$ cat config.mk
export PLATFORM = sky130hd
export DESIGN_NAME = i2c_register_master_top_flat
export DESIGN_NICKNAME = d
export VERILOG_FILES = /design/src/rtl/i2crm_pkg.sv /design/src/rtl/i2crm_if.sv /design/src/rtl/i2crm_front.sv /design/src/rtl/i2crm_back.sv /design/src/rtl/i2c_register_master_top.sv /design/src/flat_wrapper.sv
export SDC_FILE = /design/constraint.sdc
export NUM_CORES = 1
export LEC_CHECK = 0
export BUFFER_PORTS_ARGS = -buffer_cell sky130_fd_sc_hd__buf_2
export CAP_MARGIN = 30
export CORE_AREA = 2 2 39 41
export CTS_CLUSTER_SIZE = 12
export DETAILED_ROUTE_END_ITERATION = 7
export DIE_AREA = 0 0 41 43
export PLACE_DENSITY_LB_ADDON = 0.15
export SLEW_MARGIN = 10
export SYNTH_ARGS = -nofsm -noshare
export SYNTH_HDL_FRONTEND = slang
export SYNTH_SLANG_ARGS = --single-unit
$ cat constraint.sdc
create_clock -name clock -period 3.6 [get_ports clock]
set_input_delay 0.36 -clock clock [delete_from_list [all_inputs] [get_ports clock]]
set_output_delay 0.36 -clock clock [all_outputs]
set_load 0.03 [all_outputs]
$ cat src/rtl/i2crm_pkg.sv
// package for the i2c register master: field widths, codes, item types
// no dependencies
`default_nettype none
package i2crm_pkg;
   localparam int TickBitsDefault = 16;
   localparam logic [11:0] QuarterReset = 12'd400;
   localparam logic [11:0] AckLimitReset = 12'd400;
   localparam logic [15:0] BusFreeReset = 16'd2000;
   localparam int CsrIndexBits = 2;
   localparam int CsrDataBits = 16;
   localparam logic [1:0] CSR_QUARTER = 2'd0;
   localparam logic [1:0] CSR_ACK_LIMIT = 2'd1;
   localparam logic [1:0] CSR_BUS_FREE = 2'd2;

   localparam logic [1:0] FUNC_TICK = 2'd0;
   localparam logic [1:0] FUNC_WRITE = 2'd1;
   localparam logic [1:0] FUNC_READ = 2'd2;

   localparam logic [1:0] ST_OK = 2'd0;
   localparam logic [1:0] ST_WR_ADDR_NACK = 2'd1;
   localparam logic [1:0] ST_WR_DATA_NACK = 2'd2;
   localparam logic [1:0] ST_RD_ADDR_NACK = 2'd3;

   typedef struct packed {
      logic [1:0] func;
      logic [6:0] device_address;
      logic [7:0] register_address;
      logic [7:0] write_data;
      logic       sda_in;
   } req_type;

   typedef struct packed {
      logic       scl_level;
      logic       sda_release;
      logic       busy_res;
      logic       done_res;
      logic [1:0] status;
      logic [7:0] read_data;
   } rsp_type;

   // classified command handed from front to back
   typedef struct packed {
      logic       is_tick;
      logic       is_cmd;
      logic       is_read;
      logic [6:0] device;
      logic [7:0] register;
      logic [7:0] data;
      logic       sda;
   } cmd_type;
endpackage
`default_nettype wire

$ cat src/rtl/i2crm_if.sv
// valid/ready channel interface carrying one item
// depends on nothing but its type parameter
`default_nettype none
interface i2crm_if #(parameter type payload_type = logic) (input wire logic clock);
   logic        valid;
   logic        ready;
   payload_type payload;
   modport source (output valid, output payload, input ready);
   modport sink (input valid, input payload, output ready);
endinterface
`default_nettype wire

$ cat src/rtl/i2crm_front.sv
// front: accepts request items, classifies them, two-entry queue to the back
// depends on i2crm_pkg
`default_nettype none
module i2crm_front (
   input  wire logic               clock,
   input  wire logic               reset,
   input  wire logic               in_valid,
   output logic                    in_ready,
   input  wire i2crm_pkg::req_type in_item,
   output logic                    q_valid,
   input  wire logic               q_pop,
   output i2crm_pkg::cmd_type      q_item
);
   import i2crm_pkg::*;
   cmd_type   mem_ff [2];
   logic      wr_ptr_ff, rd_ptr_ff;
   logic [1:0] count_ff, count_in;
   cmd_type   cls;
   logic      push;

   always_comb begin
      cls.is_tick = (in_item.func == FUNC_TICK);
      cls.is_cmd = (in_item.func == FUNC_WRITE) || (in_item.func == FUNC_READ);
      cls.is_read = (in_item.func == FUNC_READ);
      cls.device = in_item.device_address;
      cls.register = in_item.register_address;
      cls.data = in_item.write_data;
      cls.sda = in_item.sda_in;
   end

   assign in_ready = (count_ff != 2'd2);
   assign push = in_valid && in_ready;
   assign q_valid = (count_ff != 2'd0);
   assign q_item = mem_ff[rd_ptr_ff];
   assign count_in = count_ff + {1'b0, push} - {1'b0, q_pop};

   always_ff @(posedge clock) begin
      if (push) mem_ff[wr_ptr_ff] <= cls;
   end

   always_ff @(posedge clock) begin
      if (reset) begin
         wr_ptr_ff <= 1'b0;
         rd_ptr_ff <= 1'b0;
         count_ff <= 2'd0;
      end else begin
         if (push) wr_ptr_ff <= ~wr_ptr_ff;
         if (q_pop) rd_ptr_ff <= ~rd_ptr_ff;
         count_ff <= count_in;
      end
   end

`ifndef NO_ASSERTIONS
   a_no_overflow: assert property (@(posedge clock) disable iff (reset)
      count_ff == 2'd2 |-> !push) else $error("queue overflow");
   a_no_underflow: assert property (@(posedge clock) disable iff (reset)
      q_pop |-> q_valid) else $error("queue underflow");
   a_count_step: assert property (@(posedge clock) disable iff (reset)
      push && !q_pop |=> count_ff == $past(count_ff) + 2'd1) else $error("count");
`endif
endmodule
`default_nettype wire

$ cat src/rtl/i2crm_back.sv
// back: bit-level i2c sequencer, one queued item per cycle while the output is not stalled, registered result
// depends on i2crm_pkg
`default_nettype none
module i2crm_back #(
   parameter int TICK_COUNTER_BITS = i2crm_pkg::TickBitsDefault
) (
   input  wire logic               clock,
   input  wire logic               reset,
   input  wire logic [11:0]        quarter,
   input  wire logic [11:0]        ack_limit,
   input  wire logic [15:0]        bus_free,
   input  wire logic               q_valid,
   output logic                    q_pop,
   input  wire i2crm_pkg::cmd_type q_item,
   output logic                    out_valid,
   input  wire logic               out_ready,
   output i2crm_pkg::rsp_type      out_item
);
   import i2crm_pkg::*;
   localparam logic [2:0] PH_IDLE = 3'd0, PH_START = 3'd1, PH_TX = 3'd2,
      PH_ACK = 3'd3, PH_RX = 3'd4, PH_STOP = 3'd5, PH_GAP = 3'd6;
   localparam int TB = TICK_COUNTER_BITS;
   localparam logic [TB-1:0] TMAX = {TB{1'b1}};

   logic [2:0] phase_ff, phase_in;
   logic [1:0] edge_ff, edge_in;
   logic [TB-1:0] tick_ff, tick_in;
   logic [3:0] bit_ff, bit_in;
   logic [1:0] step_ff, step_in;
   logic read_ff, read_in;
   logic [6:0] dev_ff, dev_in;
   logic [7:0] reg_ff, reg_in, dat_ff, dat_in, shift_ff, shift_in;
   logic [11:0] polls_ff, polls_in;
   logic [1:0] stat_ff, stat_in;
   logic scl_ff, scl_in, sda_ff, sda_in_r;
   logic done;
   logic [TB-1:0] reload, gap_load;
   logic [11:0] qv, limit, polls_inc;
   logic out_valid_ff;
   rsp_type out_ff, res;

   assign q_pop = q_valid && (!out_valid_ff || out_ready);
   assign out_valid = out_valid_ff;
   assign out_item = out_ff;

   always_comb begin
      qv = (quarter == 12'd0) ? 12'd1 : quarter;
      limit = (ack_limit == 12'd0) ? 12'd1 : ack_limit;
      polls_inc = polls_ff + 12'd1;
      // reload wraps at the counter width
      reload = TB'(qv - 12'd1);
      if (TB >= 16) gap_load = TB'(bus_free);
      else gap_load = (bus_free > 16'(TMAX)) ? TMAX : TB'(bus_free);
   end

   always_comb begin
      phase_in = phase_ff; edge_in = edge_ff; tick_in = tick_ff; bit_in = bit_ff;
      step_in = step_ff; read_in = read_ff; dev_in = dev_ff; reg_in = reg_ff;
      dat_in = dat_ff; shift_in = shift_ff; polls_in = polls_ff; stat_in = stat_ff;
      scl_in = scl_ff; sda_in_r = sda_ff; done = 1'b0;
      if (phase_ff == PH_IDLE) begin
         if (q_item.is_cmd) begin
            dev_in = q_item.device; reg_in = q_item.register; dat_in = q_item.data;
            read_in = q_item.is_read; step_in = 2'd0; stat_in = ST_OK;
            polls_in = 12'd0; shift_in = 8'd0; phase_in = PH_START;
            edge_in = 2'd0; bit_in = 4'd0; tick_in = '0;
         end
      end else if (q_item.is_tick) begin
         if (phase_ff == PH_GAP) begin
            if (tick_ff == '0) begin
               phase_in = PH_IDLE; edge_in = 2'd0; bit_in = 4'd0;
            end else tick_in = tick_ff - 1'b1;
         end else if (phase_ff == PH_ACK && edge_ff == 2'd2) begin
            if (!q_item.sda) begin
               edge_in = 2'd3; tick_in = reload;
            end else begin
               polls_in = polls_inc;
               if (polls_inc >= limit) begin
                  stat_in = read_ff ? ST_RD_ADDR_NACK :
                     (step_ff == 2'd2 ? ST_WR_DATA_NACK : ST_WR_ADDR_NACK);
                  phase_in = PH_STOP; edge_in = 2'd0; bit_in = 4'd0; tick_in = reload;
               end
            end
         end else if (tick_ff != '0) begin
            tick_in = tick_ff - 1'b1;
         end else begin
            tick_in = reload;
            case (phase_ff)
               PH_START: begin
                  case (edge_ff)
                     2'd0: sda_in_r = 1'b1;
                     2'd1: scl_in = 1'b1;
                     2'd2: sda_in_r = 1'b0;
                     default: scl_in = 1'b0;
                  endcase
               end
               default: ;
            endcase
            // (full edge handling below; start case above covers its pin effects)
            case (phase_ff)
               PH_START: begin
                  if (edge_ff == 2'd3) begin
                     // start byte with current step, first bit edge follows at once
                     phase_in = PH_TX; edge_in = 2'd0; bit_in = 4'd0; tick_in = '0;
                     shift_in = (step_ff == 2'd0) ? {dev_ff, 1'b0} :
                        (step_ff == 2'd1) ? reg_ff :
                        (read_ff ? {dev_ff, 1'b1} : dat_ff);
                  end else edge_in = edge_ff + 2'd1;
               end
               PH_TX: begin
                  if (edge_ff == 2'd0) begin
                     sda_in_r = shift_ff[3'd7 - bit_ff[2:0]]; edge_in = 2'd1;
                  end else if (edge_ff == 2'd1) begin
                     scl_in = 1'b1; edge_in = 2'd2;
                  end else begin
                     scl_in = 1'b0; edge_in = 2'd0; bit_in = bit_ff + 4'd1;
                     if (bit_ff + 4'd1 >= 4'd8) begin
                        phase_in = PH_ACK; bit_in = 4'd0; polls_in = 12'd0;
                     end
                  end
               end
               PH_ACK: begin
                  if (edge_ff == 2'd0) begin
                     sda_in_r = 1'b1; edge_in = 2'd1;
                  end else if (edge_ff == 2'd1) begin
                     scl_in = 1'b1; edge_in = 2'd2;
                  end else begin
                     scl_in = 1'b0; edge_in = 2'd0; bit_in = 4'd0;
                     if (step_ff == 2'd0) begin
                        step_in = 2'd1; phase_in = PH_TX; shift_in = reg_ff;
                     end else if (step_ff == 2'd1) begin
                        step_in = 2'd2;
                        if (read_ff) phase_in = PH_START;
                        else begin
                           phase_in = PH_TX; shift_in = dat_ff;
                        end
                     end else if (read_ff) begin
                        shift_in = 8'd0; phase_in = PH_RX;
                     end else phase_in = PH_STOP;
                  end
               end
               PH_RX: begin
                  if (edge_ff == 2'd0) begin
                     sda_in_r = 1'b1; edge_in = 2'd1;
                  end else if (edge_ff == 2'd1) begin
                     scl_in = 1'b1; edge_in = 2'd2;
                  end else begin
                     if (bit_ff < 4'd8) shift_in = {shift_ff[6:0], q_item.sda};
                     scl_in = 1'b0; edge_in = 2'd0; bit_in = bit_ff + 4'd1;
                     if (bit_ff + 4'd1 > 4'd8) begin
                        phase_in = PH_STOP; bit_in = 4'd0;
                     end
                  end
               end
               PH_STOP: begin
                  case (edge_ff)
                     2'd0: scl_in = 1'b0;
                     2'd1: sda_in_r = 1'b0;
                     2'd2: scl_in = 1'b1;
                     default: begin
                        sda_in_r = 1'b1; done = 1'b1; phase_in = PH_GAP;
                        bit_in = 4'd0; tick_in = gap_load;
                     end
                  endcase
                  edge_in = edge_ff + 2'd1;
               end
               default: begin
                  phase_in = PH_IDLE; edge_in = 2'd0; bit_in = 4'd0;
               end
            endcase
         end
      end
   end

   always_comb begin
      res.scl_level = scl_in;
      res.sda_release = sda_in_r;
      res.busy_res = (phase_in != PH_IDLE);
      res.done_res = done;
      res.status = stat_in;
      res.read_data = (done && read_ff && stat_in == ST_OK) ? shift_in : 8'd0;
   end

   always_ff @(posedge clock) begin
      if (q_pop) out_ff <= res;
      if (reset) begin
         phase_ff <= PH_IDLE; edge_ff <= 2'd0; tick_ff <= '0; bit_ff <= 4'd0;
         step_ff <= 2'd0; read_ff <= 1'b0; shift_ff <= 8'd0; polls_ff <= 12'd0;
         stat_ff <= ST_OK; scl_ff <= 1'b1; sda_ff <= 1'b1; out_valid_ff <= 1'b0;
         dev_ff <= 7'd0; reg_ff <= 8'd0; dat_ff <= 8'd0;
      end else begin
         if (q_pop) begin
            phase_ff <= phase_in; edge_ff <= edge_in; tick_ff <= tick_in;
            bit_ff <= bit_in; step_ff <= step_in; read_ff <= read_in;
            shift_ff <= shift_in; polls_ff <= polls_in; stat_ff <= stat_in;
            scl_ff <= scl_in; sda_ff <= sda_in_r;
            dev_ff <= dev_in; reg_ff <= reg_in; dat_ff <= dat_in;
         end
         if (q_pop) out_valid_ff <= 1'b1;
         else if (out_ready) out_valid_ff <= 1'b0;
      end
   end

`ifndef NO_ASSERTIONS
   a_done_idle_gap: assert property (@(posedge clock) disable iff (reset)
      out_valid_ff && out_ff.done_res |-> phase_ff == PH_GAP) else $error("done");
   a_read_data_zero: assert property (@(posedge clock) disable iff (reset)
      out_valid_ff && !out_ff.done_res |-> out_ff.read_data == 8'd0) else $error("rd");
   a_bit_range: assert property (@(posedge clock) disable iff (reset)
      bit_ff <= 4'd8) else $error("bit index");
`endif
endmodule
`default_nettype wire

$ cat src/rtl/i2c_register_master_top.sv
// top level of the pin-level i2c register master
// depends on i2crm_pkg, i2crm_if, i2crm_front, i2crm_back
//
//   channel  dir  handshake      payload
//   req      in   valid/ready    func, device_address, register_address, write_data, sda_in
//   rsp      out  valid/ready    scl_level, sda_release, busy_res, done_res, status, read_data
//   csr      in   write enable   quarter period, ack wait limit, bus free gap
//
// one item per clock while rsp is not stalled: each item advances the sequencer once in the back
// a two-entry queue separates the request side from the sequencer and output register
// a stalled rsp side holds the sequencer; req keeps taking items until the queue fills
// synchronous reset returns to idle with scl high, sda released and reset registers
`default_nettype none
module i2c_register_master_top #(
   parameter int TICK_COUNTER_BITS = i2crm_pkg::TickBitsDefault
) (
   input wire logic clock,
   input wire logic reset,
   i2crm_if.sink    req,
   i2crm_if.source  rsp,
   input wire logic                              csr_write_enable,
   input wire logic [i2crm_pkg::CsrIndexBits-1:0] csr_index,
   input wire logic [i2crm_pkg::CsrDataBits-1:0]  csr_write_data
);
   import i2crm_pkg::*;
   // configuration registers
   logic [11:0] quarter_ff, ack_limit_ff;
   logic [15:0] bus_free_ff;
   // queue between front and back
   logic q_valid, q_pop;
   cmd_type q_item;

   always_ff @(posedge clock) begin
      if (reset) begin
         quarter_ff <= QuarterReset;
         ack_limit_ff <= AckLimitReset;
         bus_free_ff <= BusFreeReset;
      end else if (csr_write_enable) begin
         case (csr_index)
            CSR_QUARTER: quarter_ff <= csr_write_data[11:0];
            CSR_ACK_LIMIT: ack_limit_ff <= csr_write_data[11:0];
            CSR_BUS_FREE: bus_free_ff <= csr_write_data;
            default: ;
         endcase
      end
   end

   i2crm_front u_front (
      .clock(clock), .reset(reset),
      .in_valid(req.valid), .in_ready(req.ready), .in_item(req.payload),
      .q_valid(q_valid), .q_pop(q_pop), .q_item(q_item)
   );

   i2crm_back #(.TICK_COUNTER_BITS(TICK_COUNTER_BITS)) u_back (
      .clock(clock), .reset(reset),
      .quarter(quarter_ff), .ack_limit(ack_limit_ff), .bus_free(bus_free_ff),
      .q_valid(q_valid), .q_pop(q_pop), .q_item(q_item),
      .out_valid(rsp.valid), .out_ready(rsp.ready), .out_item(rsp.payload)
   );
endmodule
`default_nettype wire
$ cat src/flat_wrapper.sv
// flat-port wrapper written by rule: the top's interface ports become plain ports
module i2c_register_master_top_flat import i2crm_pkg::*;
#(
   parameter int TICK_COUNTER_BITS = i2crm_pkg::TickBitsDefault
)
  (clock, reset, csr_write_enable, csr_index, csr_write_data, req_valid, req_payload, req_ready, rsp_valid, rsp_payload, rsp_ready);
  i2crm_if req_i (.clock(clock));
  i2crm_if rsp_i (.clock(clock));
  input wire logic clock;
  input wire logic reset;
  input wire logic csr_write_enable;
  input wire logic [i2crm_pkg::CsrIndexBits-1:0] csr_index;
  input wire logic [i2crm_pkg::CsrDataBits-1:0] csr_write_data;
  input wire logic [$bits(req_i.valid)-1:0] req_valid;
  input wire logic [$bits(req_i.payload)-1:0] req_payload;
  output wire logic [$bits(req_i.ready)-1:0] req_ready;
  output wire logic [$bits(rsp_i.valid)-1:0] rsp_valid;
  output wire logic [$bits(rsp_i.payload)-1:0] rsp_payload;
  input wire logic [$bits(rsp_i.ready)-1:0] rsp_ready;
  assign req_i.valid = req_valid;
  assign req_i.payload = req_payload;
  assign req_ready = req_i.ready;
  assign rsp_valid = rsp_i.valid;
  assign rsp_payload = rsp_i.payload;
  assign rsp_i.ready = rsp_ready;
  i2c_register_master_top #(.TICK_COUNTER_BITS(TICK_COUNTER_BITS)) u_core (.clock(clock), .reset(reset), .req(req_i), .rsp(rsp_i), .csr_write_enable(csr_write_enable), .csr_index(csr_index), .csr_write_data(csr_write_data));
endmodule
==> reports/qor.csv <==
stage,metric,value,unit
route,viasPerCell,2.90,
route,ant_nets,0,
worst_setup_path,cp.arrival,1.63,ns
synthesis,avgSynthCellArea,9.72,um^2
place,numPortBuffers,5,
layout,seq_area,60.1,um^2
route,dr.pass1.iters,2,
synthesis,ys_seq_area_frac,0.364,
worst_setup_path,path_common_cell,ha_1,
sta,maxSlewViolCount,0,
worst_setup_path,critPathCaptureType,flop,
route,wl_per_cell,6.44,um
grt,grt_start_max_net_pins,4,
worst_setup_path,critPathMaxStageDelay,0.36,ns
layout,multi_input_comb_area,93.8,um^2
synthesis,netlist_area,165,um^2
synthesis,synth_top_area_share,0.364,
sta,rsz0062_at_grt,false,
status,status,"finished, final reports clean",
synthesis,synth_top_area_cell,dfxtp_1,
grt,grt_overflow,0,
route,routed_wl,264,um
synthesis,ys_warn_count,0,
layout,stdcell_area,229,um^2
sta,min_period,1.46,ns
die,ios,27,
sta,fmax,686,MHz
sta,skew,0.000165,ns
die,row_count,14,
sta,fin_setup_tns,0,ns
synthesis,synth_area_leaders,"dfxtp_1, ha_1, xnor3_1",
layout,layout_commonest_cell,buf_2,
synthesis,syn_inst,17,
worst_setup_path,critPathLaunchType,flop,
die,core_area,1380,um^2
clocking,cts-resized-gates,0,
worst_setup_path,critPathSlowestCell,dfxtp_1,
layout,final_cell_mix,"buf_2, clkbuf_4, dfxtp_1",
sta,timing.final.ws_setup,2.14,ns
layout,area_delta_synth_final,38.6,%
sta,finalHoldViolations,0,
synthesis,synth_fp_nets,43,
worst_setup_path,startpoint,u_core.u_front.count_ff[1]$_SDFF_PP0_,
power_and_ir_drop,p_leak,0.113,nW
worst_setup_path,cp_cell_sequence,or2b_1 > nand2_1 > ha_1 > inv_1 > ha_1 > xnor3_1 > nor2_1,
grt,antenna_found_initial,0,
clocking,clk_pin_slew_worst_paths,0.04,ns
place,pre_cts_ws,2.02,ns
clocking,cts.root.buffer_cell,clkbuf_4,
die,dieArea,1760,um^2
clocking,cts_sinks,3,
sta,period_share,0.405,
clocking,ctsHoldBuffers,0,
power_and_ir_drop,vdd_drop_max,0.000296,V
clocking,tritoncts,built,
clocking,cts_max_path_buffers,2,
layout,nets,52,
worst_setup_path,critical_path_class,flop to flop,
grt,grt_pass1_wl,510,um
worst_setup_path,regToRegStartpoint,u_core.u_front.count_ff[1]$_SDFF_PP0_,
sta,finalSetupViolations,0,
layout,fillerInstances,163,
die,start_util,0.119,
layout,drive_gt1_frac,0.320,
power_and_ir_drop,pwr_density_cell,867,nW/um^2
clocking,clock_insertion_delay_worst_skew,0.23,ns
place,place_area,203,um^2
die,die_w,41,um
run,max_cap_violations,0,
hold_path,hp-class,primary input to flop,
clocking,htree_num_levels,1,
grt,track_usage,0.0481,
die,die_h,43,um
route,drt_iter0_drc,2,
power_and_ir_drop,power,0.199,mW
route,vias,119,
layout,antenna_cells,0,
synthesis,ys_types,12,
route,drc,0,
place,gp_congestion,0.632,
grt,grt_pass1_vias,134,
worst_setup_path,required,3.77,ns
synthesis,yosys_register_bits,3,
hold_path,min-delay-start,reset,
clocking,cts_made_buffers,3,
worst_setup_path,cp_max_fo,3,
clocking,post-cts-setup-buffers,0,
[through the flow]
stage / hold WS [ns] / util / instances
after floorplan: 0.429 / - / 17
after global routing: 0.311 / 0.165 / 41
final: 0.319 / 0.165 / 41
after global placement: 0.480 / 0.146 / 37
after CTS: 0.310 / 0.165 / 41
after detailed placement: 0.486 / 0.146 / 37
[flip-flops by register name, summed over array words and instances, names as in the netlist]
register / count
u_core.u_back.out_valid: 1
u_core.u_front.count_ff: 2
[cell type report]
class | instances | area share
repair buffers | 5 | 0.109
multi-input cells | 12 | 0.410
flip-flops and latches | 3 | 0.262
well taps | 16 | 0.0874
clock buffers | 4 | 0.115
inverters | 1 | 0.0164
[power by group]
part / switching [mW] / total [mW] / internal [mW]
clock network: 0.0169 / 0.0584 / 0.0415
registers: 0.00749 / 0.0532 / 0.0457
logic: 0.0427 / 0.0870 / 0.0443
[synthesized netlist by cell type]
cell and count:
xnor3_1 1, or2b_1 1, a21oi_1 1, buf_4 1, conb_1 1, nor2b_1 2
nor2_1 2, dfxtp_1 3, nand2_1 1, nand2b_1 1, ha_1 2, inv_1 1
[routing by layer]
| metal | vias to the layer above | track usage | part of all wire |
|---|---|---|---|
| met5 | - | 0 | 0 |
| met4 | 0 | 0.0800 | 0 |
| met3 | 0 | 0.0157 | 0.083 |
| met2 | 4 | 0.0500 | 0.43 |
| met1 | 49 | 0.0545 | 0.48 |
| li1 | 66 | - | - |
[worst max-delay path, delay by kind of cell, from the launching register on]
kind / cells / cell delay, ns
simple gates: 3 / 0.40
flops: 1 / 0.36
fa+ha+maj: 2 / 0.36
xor+xnor: 1 / 0.21
buf+inv: 1 / 0.06
[cells by family (layout without fill, tap and decap cells)]
kind of cell,Yosys count,after routing,synth area share
simple gates,7,7,0.227
flops,3,3,0.364
fa+ha+maj,2,2,0.151
buf+inv,2,10,0.0682
other cells,1,1,0.0227
compound gates,1,1,0.0303
xor+xnor,1,1,0.136
[worst paths after layout]
| check | depth (start not counted) | end | slack (ns) |
|---|---|---|---|
| hold / removal | 2 | u_core.u_front.count_ff[1]$_SDFF_PP0_ | 0.32 |
| setup / recovery | 7 | u_core.u_front.count_ff[1]$_SDFF_PP0_ | 2.14 |
| hold reg to reg | 2 | u_core.u_back.out_valid$_SDFFE_PP0P_ | 0.48 |
| setup reg to reg | 7 | u_core.u_front.count_ff[1]$_SDFF_PP0_ | 2.14 |
Power figures use the tool's default switching activity.
